File: src/hdl/i2cms_pkg.sv
`timescale 1ns / 1ps
`default_nettype none

package i2cms_pkg;

  // Width of the byte held in the transmit shift register.
  localparam int ByteW  = 8;
  localparam int MsbPos = ByteW - 1;

  // Stream word widths; the tdata widths are filled up to whole bytes.
  localparam int InDataW  = 16;
  localparam int InUserW  = 2;
  localparam int OutDataW = 8;
  localparam int OutFieldW = 4;

  // Command codes carried in tuser.
  typedef enum logic [1:0] {
    CMD_START = 2'd0,
    CMD_WRITE = 2'd1,
    CMD_ACK   = 2'd2,
    CMD_STOP  = 2'd3
  } cmd_e;

  // Sequencer states, one per command plus idle.
  typedef enum logic [2:0] {
    ST_IDLE,
    ST_START,
    ST_WRITE,
    ST_ACK,
    ST_STOP
  } state_e;

  // Step within one data bit of a write.
  typedef enum logic [1:0] {
    BIT_HIGH,
    BIT_LOW,
    BIT_LOAD
  } bit_step_e;

  // Control from the sequencer to the shift register.
  typedef struct packed {
    logic load;
    logic shift;
  } shift_ctrl_t;

  // One pin phase result; the last field sits in the lowest bit.
  typedef struct packed {
    logic last;
    logic nack;
    logic sda_drive;
    logic sda_level;
    logic scl_level;
  } phase_t;

endpackage

`default_nettype wire

File: src/hdl/i2cms_shifter.sv
`timescale 1ns / 1ps
`default_nettype none

module i2cms_shifter (
  input  wire logic                    clk_i,
  input  wire i2cms_pkg::shift_ctrl_t  ctrl_i,
  input  wire logic [i2cms_pkg::ByteW-1:0] data_byte_i,
  output logic                         msb_o
);
  import i2cms_pkg::*;

  logic [ByteW-1:0] shift_q;
  logic [ByteW-1:0] shift_d;

  // Load a new byte or move it up by one bit, filling with zeros.
  always_comb begin
    shift_d = shift_q;
    if (ctrl_i.load) begin
      shift_d = data_byte_i;
    end else if (ctrl_i.shift) begin
      shift_d = {shift_q[MsbPos-1:0], 1'b0};
    end
  end

  always_ff @(posedge clk_i) begin
    shift_q <= shift_d;
  end

  assign msb_o = shift_q[MsbPos];

endmodule

`default_nettype wire

File: src/hdl/i2cms_phase_fsm.sv
`timescale 1ns / 1ps
`default_nettype none

module i2cms_phase_fsm #(
  parameter int BitsPerByte = 8
) (
  input  wire logic                   clk_i,
  input  wire logic                   rst_ni,
  input  wire logic                   cmd_valid_i,
  output logic                        cmd_ready_o,
  input  wire i2cms_pkg::cmd_e        func_i,
  input  wire logic                   sda_sample_i,
  input  wire logic                   advance_i,
  input  wire logic                   msb_i,
  output i2cms_pkg::shift_ctrl_t      shift_ctrl_o,
  output logic                        phase_valid_o,
  output i2cms_pkg::phase_t           phase_o
);
  import i2cms_pkg::*;

  localparam int WriteLastPh = 3 * BitsPerByte;
  localparam int PhRawW      = $clog2(WriteLastPh + 1);
  localparam int PhW         = (PhRawW > 3) ? PhRawW : 3;

  state_e         state_q, state_d;
  logic [PhW-1:0] ph_q, ph_d;
  bit_step_e      step_q, step_d;
  logic           nack_q;
  logic           scl_q, sda_q, drv_q;
  logic           accept;
  logic           step_en;
  logic           last;
  logic           shift_req;
  phase_t         phase;

  assign cmd_ready_o   = (state_q == ST_IDLE);
  assign accept        = cmd_valid_i && cmd_ready_o;
  assign phase_valid_o = (state_q != ST_IDLE);
  assign step_en       = phase_valid_o && advance_i;

  // Next state.
  always_comb begin
    state_d = state_q;
    case (state_q)
      ST_IDLE: begin
        if (accept) begin
          case (func_i)
            CMD_START: state_d = ST_START;
            CMD_WRITE: state_d = ST_WRITE;
            CMD_ACK:   state_d = ST_ACK;
            CMD_STOP:  state_d = ST_STOP;
            default:   state_d = ST_IDLE;
          endcase
        end
      end
      default: begin
        if (step_en && last) begin
          state_d = ST_IDLE;
        end
      end
    endcase
  end

  // Pin levels after the current phase, and the shift request.
  always_comb begin
    phase           = '0;
    phase.scl_level = scl_q;
    phase.sda_level = sda_q;
    phase.sda_drive = drv_q;
    last            = 1'b0;
    shift_req       = 1'b0;
    case (state_q)
      ST_START: begin
        if (ph_q == PhW'(0)) begin
          phase.sda_drive = 1'b1;
        end else if (ph_q == PhW'(1)) begin
          phase.sda_level = 1'b0;
        end else begin
          phase.scl_level = 1'b0;
          last            = 1'b1;
        end
      end
      ST_WRITE: begin
        if (ph_q == PhW'(0)) begin
          phase.sda_drive = 1'b1;
          phase.sda_level = msb_i;
          shift_req       = 1'b1;
        end else if (ph_q == PhW'(WriteLastPh)) begin
          phase.sda_drive = 1'b0;
          last            = 1'b1;
        end else begin
          case (step_q)
            BIT_HIGH: phase.scl_level = 1'b1;
            BIT_LOW:  phase.scl_level = 1'b0;
            BIT_LOAD: begin
              phase.sda_level = msb_i;
              shift_req       = 1'b1;
            end
            default: ;
          endcase
        end
      end
      ST_ACK: begin
        if (ph_q == PhW'(0)) begin
          phase.scl_level = 1'b1;
        end else begin
          phase.scl_level = 1'b0;
          phase.nack      = nack_q;
          last            = 1'b1;
        end
      end
      ST_STOP: begin
        if (ph_q == PhW'(0)) begin
          phase.sda_drive = 1'b1;
        end else if (ph_q == PhW'(1)) begin
          phase.sda_level = 1'b1;
        end else if (ph_q == PhW'(2)) begin
          phase.sda_level = 1'b0;
        end else if (ph_q == PhW'(3)) begin
          phase.scl_level = 1'b1;
        end else begin
          phase.sda_drive = 1'b0;
          last            = 1'b1;
        end
      end
      default: ;
    endcase
    phase.last = last;
  end

  assign phase_o            = phase;
  assign shift_ctrl_o.load  = accept && (func_i == CMD_WRITE);
  assign shift_ctrl_o.shift = step_en && shift_req;

  // Phase index and bit step counters.
  always_comb begin
    ph_d   = ph_q;
    step_d = step_q;
    if (accept) begin
      ph_d   = '0;
      step_d = BIT_HIGH;
    end else if (step_en) begin
      ph_d = last ? '0 : ph_q + PhW'(1);
      if (ph_q != PhW'(0)) begin
        case (step_q)
          BIT_HIGH: step_d = BIT_LOW;
          BIT_LOW:  step_d = BIT_LOAD;
          default:  step_d = BIT_HIGH;
        endcase
      end
    end
  end

  always_ff @(posedge clk_i or negedge rst_ni) begin
    if (!rst_ni) begin
      state_q <= ST_IDLE;
      ph_q    <= '0;
      step_q  <= BIT_HIGH;
      scl_q   <= 1'b1;
      sda_q   <= 1'b1;
      drv_q   <= 1'b0;
    end else begin
      state_q <= state_d;
      ph_q    <= ph_d;
      step_q  <= step_d;
      if (step_en) begin
        scl_q <= phase.scl_level;
        sda_q <= phase.sda_level;
        drv_q <= phase.sda_drive;
      end
    end
  end

  // Acknowledge sample is held for the final phase of the check.
  always_ff @(posedge clk_i) begin
    if (accept) begin
      nack_q <= sda_sample_i;
    end
  end

endmodule

`default_nettype wire

File: src/hdl/i2c_master_bit_sequencer.sv
`timescale 1ns / 1ps
`default_nettype none

// Channel   Dir  tdata (low bit up)                        tuser / tlast
// s_axis    in   data_byte[7:0], sda_sample[8], zero fill   tuser: func[1:0]
// m_axis    out  scl_level, sda_level, sda_drive, nack      tlast: last
//
// One word in is one command; one word out is one pin phase.
// A command is accepted, then its pin phases follow in order; on a write the
// phase sequencer steps the shift register one bit per data bit, loading the
// byte when the write command is accepted.
// A stalled output holds the sequencer; the next command is taken once the
// last phase has moved into the output register.
// Reset leaves SCL and SDA high, SDA released, and the block idle.
module i2c_master_bit_sequencer #(
  parameter int BITS_PER_BYTE = 8
) (
  input  wire logic                              clk_i,
  input  wire logic                              rst_ni,
  input  wire logic                              s_axis_tvalid,
  output logic                                   s_axis_tready,
  // data_byte[7:0], sda_sample[8], zeros above
  input  wire logic [i2cms_pkg::InDataW-1:0]     s_axis_tdata,
  // func[1:0]
  input  wire logic [i2cms_pkg::InUserW-1:0]     s_axis_tuser,
  output logic                                   m_axis_tvalid,
  input  wire logic                              m_axis_tready,
  // scl_level[0], sda_level[1], sda_drive[2], nack[3], zeros above
  output logic [i2cms_pkg::OutDataW-1:0]         m_axis_tdata,
  output logic                                   m_axis_tlast
);
  import i2cms_pkg::*;

  shift_ctrl_t shift_ctrl;
  logic        msb;
  logic        advance;
  logic        phase_valid;
  phase_t      phase;
  logic        out_valid_q, out_valid_d;
  phase_t      out_q;

  i2cms_shifter u_shifter (
    .clk_i       (clk_i),
    .ctrl_i      (shift_ctrl),
    .data_byte_i (s_axis_tdata[ByteW-1:0]),
    .msb_o       (msb)
  );

  i2cms_phase_fsm #(
    .BitsPerByte (BITS_PER_BYTE)
  ) u_fsm (
    .clk_i         (clk_i),
    .rst_ni        (rst_ni),
    .cmd_valid_i   (s_axis_tvalid),
    .cmd_ready_o   (s_axis_tready),
    .func_i        (cmd_e'(s_axis_tuser)),
    .sda_sample_i  (s_axis_tdata[ByteW]),
    .advance_i     (advance),
    .msb_i         (msb),
    .shift_ctrl_o  (shift_ctrl),
    .phase_valid_o (phase_valid),
    .phase_o       (phase)
  );

  // Output register: a phase moves in when the slot is empty or draining.
  assign advance = !out_valid_q || m_axis_tready;

  always_comb begin
    out_valid_d = out_valid_q;
    if (advance) begin
      out_valid_d = phase_valid;
    end
  end

  always_ff @(posedge clk_i or negedge rst_ni) begin
    if (!rst_ni) begin
      out_valid_q <= 1'b0;
    end else begin
      out_valid_q <= out_valid_d;
    end
  end

  always_ff @(posedge clk_i) begin
    if (advance && phase_valid) begin
      out_q <= phase;
    end
  end

  assign m_axis_tvalid = out_valid_q;
  assign m_axis_tlast  = out_q.last;
  assign m_axis_tdata  = {{(OutDataW - OutFieldW){1'b0}},
                          out_q.nack, out_q.sda_drive, out_q.sda_level, out_q.scl_level};

  // A command in flight blocks the input side.
  a_busy_after_accept: assert property (@(posedge clk_i) disable iff (!rst_ni)
    s_axis_tvalid && s_axis_tready |=> !s_axis_tready)
    else $error("input accepted again while a command is in flight");

  a_no_accept_while_phasing: assert property (@(posedge clk_i) disable iff (!rst_ni)
    phase_valid |-> !s_axis_tready)
    else $error("input ready while phases remain");

  // No-acknowledge only appears on the final phase of a command.
  a_nack_only_last: assert property (@(posedge clk_i) disable iff (!rst_ni)
    m_axis_tvalid && m_axis_tdata[3] |-> m_axis_tlast)
    else $error("nack set on a phase that is not the last");

endmodule

`default_nettype wire

File: config.mk
export PLATFORM = sky130hd
export DESIGN_NAME = i2c_master_bit_sequencer
export DESIGN_NICKNAME = d
export VERILOG_FILES = /design/src/hdl/i2cms_pkg.sv /design/src/hdl/i2cms_shifter.sv /design/src/hdl/i2cms_phase_fsm.sv /design/src/hdl/i2c_master_bit_sequencer.sv
export SDC_FILE = /design/constraint.sdc
export NUM_CORES = 1
export LEC_CHECK = 0
export CAP_MARGIN = 0
export CORE_MARGIN = 4
export CORE_UTILIZATION = 55
export DETAILED_ROUTE_END_ITERATION = 12
export DONT_BUFFER_PORTS = 1
export GPL_ROUTABILITY_DRIVEN = 1
export PLACE_DENSITY = 0.76
export REMOVE_ABC_BUFFERS = 1
export SYNTH_ARGS = -nofsm -noshare
export SYNTH_HDL_FRONTEND = slang
export SYNTH_SLANG_ARGS = --single-unit
File: constraint.sdc
create_clock -name clk_i -period 2.69 [get_ports clk_i]
set_input_delay 0 -clock clk_i [delete_from_list [all_inputs] [get_ports clk_i]]
set_output_delay 0 -clock clk_i [all_outputs]
set_load 0.005 [all_outputs]
==> results_dict.tcl <==
set metrics [dict create \
    final_cell_mix "dlygate4sd3_1 (14), edfxtp_1 (14), dfrtp_1 (12), o21ai_0 (10), nor2_1 (9)" \
    synthArstFlopShare_pct 50.00 \
    slew_headroom_pct 54.00 \
    clock_latency_ns 0.34 \
    hold-path-cell-count 2 \
    avgSynthCellArea_sq_um 10.60 \
    crit_chain "nor3_2, or2_1, buf_4, inv_2, nand2_1, or3_1, a21oi_1" \
    finalWeightedCongestion 0.8055 \
    portBuffers 0 \
    p_seq_share_pct 39.1 \
    numClockSinks 28 \
    crit_type "reg2reg" \
    rows 20 \
    drive_above_1_share_pct 16.67 \
    start_kind "flip-flop" \
    cts-root-buf "clkbuf_4" \
    first_global_vias 1317 \
    p_leak_nw 0.7872 \
    grt_pass1_wl_microns 5892 \
    timing_hold_violations_final 0 \
    synth_area_sq_um 1780 \
    ys_seq_area_share_pct 43.43 \
    dieArea_sq_um 4211 \
    synth_edf_count 14 \
    via_per_inst 5.746 \
    worst_clock_skew_ns 0.007461 \
    cp_max_fo 16 \
    finalCriticalPeriod_ns 2.180 \
    crit_path_end "u_fsm.step_q[1]" \
    critical_path.reg2reg.startpoint "u_fsm.state_q[2]" \
    sw_frac_of_total_pct 39.28 \
    dp_hpwl_microns 2450 \
    wl_microns 3405 \
    fp.dieW_microns 64.90 \
    path_buf_inv 2 \
    worst_pin_slew_ns 0.6877 \
    ys.flop_type "edfxtp_1" \
    drt_iter0_drc 100 \
    reg2regPathDepth 7 \
    yosys_warnings 0 \
    avgRoutedWirePerCell_microns 15.20 \
    antenna_left 0 \
    pwr_density_cell_nw_per_um2 1037 \
    dr.pass1.iters 4 \
    r2r_slack_ns 0.51 \
    power.switching_w 0.0008015 \
    fillerInstances 247 \
    cts_buffer_depth 2 \
    initial_utilization_pct 57.85 \
    combPwrFrac_pct 47.2 \
    max_freq_mhz 458.7 \
    vias 1287 \
    slowest_stage "dfrtp_1" \
    cts-buffers-inserted 3 \
    tns_ns 0 \
    cts_tree "yes" \
    r2r_end "u_fsm.step_q[1]" \
    post-route-period-util_pct 81.05 \
    stdcell_area_sq_um 1968 \
    clockPowerShare_pct 13.7 \
    coreArea_sq_um 3078 \
    ir_worst_vdd_v 0.0004317 \
    grt.overflow.total 0 \
    synth_cells 168 \
    drc 0 \
    ys_ff_latch 28 \
    grt_max_degree 17 \
    dpl-instance-area_sq_um 1775 \
    area_delta_synth_final_pct 10.54 \
    slowest_delay_ns 0.66 \
    cp.depth 7 \
    antenna_found_initial 0 \
    synth_cell_types 57 \
    finalSetupViolations 0 \
    power.internal_w 0.001239 \
    grt_setup_unrepaired "no" \
    crit_family "simple AND/OR/NAND/NOR gates" \
    drv_slew 0 \
    endpoint_kind "flip-flop" \
    gr-usage-all-layers_pct 17.83 \
    final_nets 211 \
    cts_setup_buffers 0 \
    clk_pin_slew_worst_paths_ns 0.16 \
    diodes 0 \
    io_pins 33 \
    cts-htree-levels 1 \
    cp.required_ns 2.95 \
    outcome "finished, final reports clean" \
    worstPathArrival_ns 2.45 \
    holdCritPathClass "in2reg" \
    maxCapViolCount 0 \
    dieHeight_microns 64.90 \
    startpoint "u_fsm.state_q[2]" \
]
cells in the mapped netlist (2+ instances only):
| cell type | count | area, sq um |
|---|---|---|
| o21ai_0 | 10 | 50.05 |
| buf_4 | 7 | 52.55 |
| o31a_1 | 2 | 17.52 |
| and3_1 | 3 | 18.77 |
| nor2b_1 | 4 | 25.02 |
| and2_1 | 2 | 12.51 |
| inv_1 | 8 | 30.03 |
| mux2i_1 | 2 | 20.02 |
| nand4_1 | 2 | 12.51 |
| o31ai_1 | 2 | 15.01 |
| nand2_1 | 6 | 22.52 |
| ha_1 | 8 | 100.1 |
| nor2_1 | 9 | 33.78 |
| dfrtp_1 | 12 | 300.3 |
| nand2b_1 | 5 | 31.28 |
| buf_2 | 3 | 15.01 |
| buf_6 | 3 | 33.78 |
| nor4b_2 | 2 | 30.03 |
| a21oi_1 | 8 | 40.04 |
| edfxtp_1 | 14 | 420.4 |
| o21ai_1 | 3 | 15.01 |
| nor3_1 | 4 | 20.02 |
| nor4b_1 | 2 | 17.52 |
| xor2_1 | 2 | 17.52 |
| mux2_2 | 8 | 90.09 |
| o22ai_1 | 2 | 12.51 |
| o21a_1 | 3 | 22.52 |
| a22o_1 | 2 | 17.52 |
| dfstp_2 | 2 | 52.55 |
stage by stage:
| stage | setup slack (ns) | instances | power [W] | util, % | hold slack (ns) |
|---|---|---|---|---|---|
| 3_3_place_gp | 0.6530 | 206 | 0.001692 | 57.68 | -0.2950 |
| 4_1_cts | 0.4972 | 224 | 0.002045 | 63.94 | 0.04843 |
| 3_5_place_dp | 0.5370 | 206 | 0.001745 | 57.68 | -0.2949 |
| 6_report | 0.5097 | 224 | 0.002040 | 63.94 | 0.05082 |
| 2_1_floorplan | 0.4180 | 158 | 0.001504 | - | -0.2956 |
| 5_1_grt | 0.3307 | 224 | 0.002206 | 63.94 | 0.03681 |
worst min-delay path by stage:
stage / from / to / slack [ns]
after floorplan: rst_ni / m_axis_tvalid / -0.30
after global placement: rst_ni / m_axis_tvalid / -0.29
after detailed placement: rst_ni / u_fsm.drv_q / -0.29
after CTS: s_axis_tvalid / u_fsm.step_q[0] / 0.05
after global routing: s_axis_tuser[0] / u_shifter.shift_q[0] / 0.04
final: s_axis_tuser[0] / u_shifter.shift_q[0] / 0.05
power groups by stage:
stage               clock (W)  combinational [W]  sequential (W)
floorplan                   0           0.000728        0.000776
global placement            0           0.000897        0.000795
detailed placement          0           0.000935        0.000810
CTS                  0.000284           0.000961        0.000800
global route         0.000304            0.00108        0.000826
finish               0.000279           0.000963        0.000798
registers in the layout, indices dropped and copies added (netlist names):
name,cells
m_axis_tlast,1
u_fsm.state_q,3
u_fsm.scl_q,1
u_shifter.shift_q,8
m_axis_tdata,4
m_axis_tvalid,1
u_fsm.step_q,2
u_fsm.sda_q,1
u_fsm.drv_q,1
u_fsm.nack_q,1
u_fsm.ph_q,5
layout make-up:
type	instances	area (sq um)	share of cell area (%)
multi-input combinational	121	883.3	44.88
sequential	28	773.2	39.29
timing repair buffer	18	170.2	8.646
tap	44	55.05	2.797
inverter	9	33.78	1.716
clock inverter	1	30.03	1.526
clock buffer	3	22.52	1.144
worst register-to-register path, cell delays in order, from the launching register on:
cell and delay, ns:
dfrtp_1 0.66, nor3_2 0.17, or2_1 0.26, buf_4 0.17, inv_2 0.24, nand2_1 0.14, or3_1 0.33, a21oi_1 0.15
cells by family after synthesis:
group | Yosys count | synth area share, %
AND/OR/NAND/NOR | 54 | 20.03
AO/OA/AOI/OAI | 42 | 15.46
flip-flops | 28 | 43.43
buffers and inverters | 22 | 7.589
multiplexers | 10 | 6.184
adder cells (fa/ha/maj) | 8 | 5.622
XOR/XNOR | 3 | 1.476
other | 1 | 0.2106
routing by layer:
layer	up-vias	wire [microns]	track usage (%)
li1	624	-	-
met1	616	1428	21.46
met2	44	1784	33.08
met3	3	165	2.773
met4	0	26	3.958
met5	-	0	0
timing repair:
| item | CTS | global route |
|---|---|---|
| hold buffers | 14 | 0 |
| endpoints found under the hold margin | 27 | 0 |
| gates resized for setup | 0 | 0 |
(Power assumes the default switching activity.)
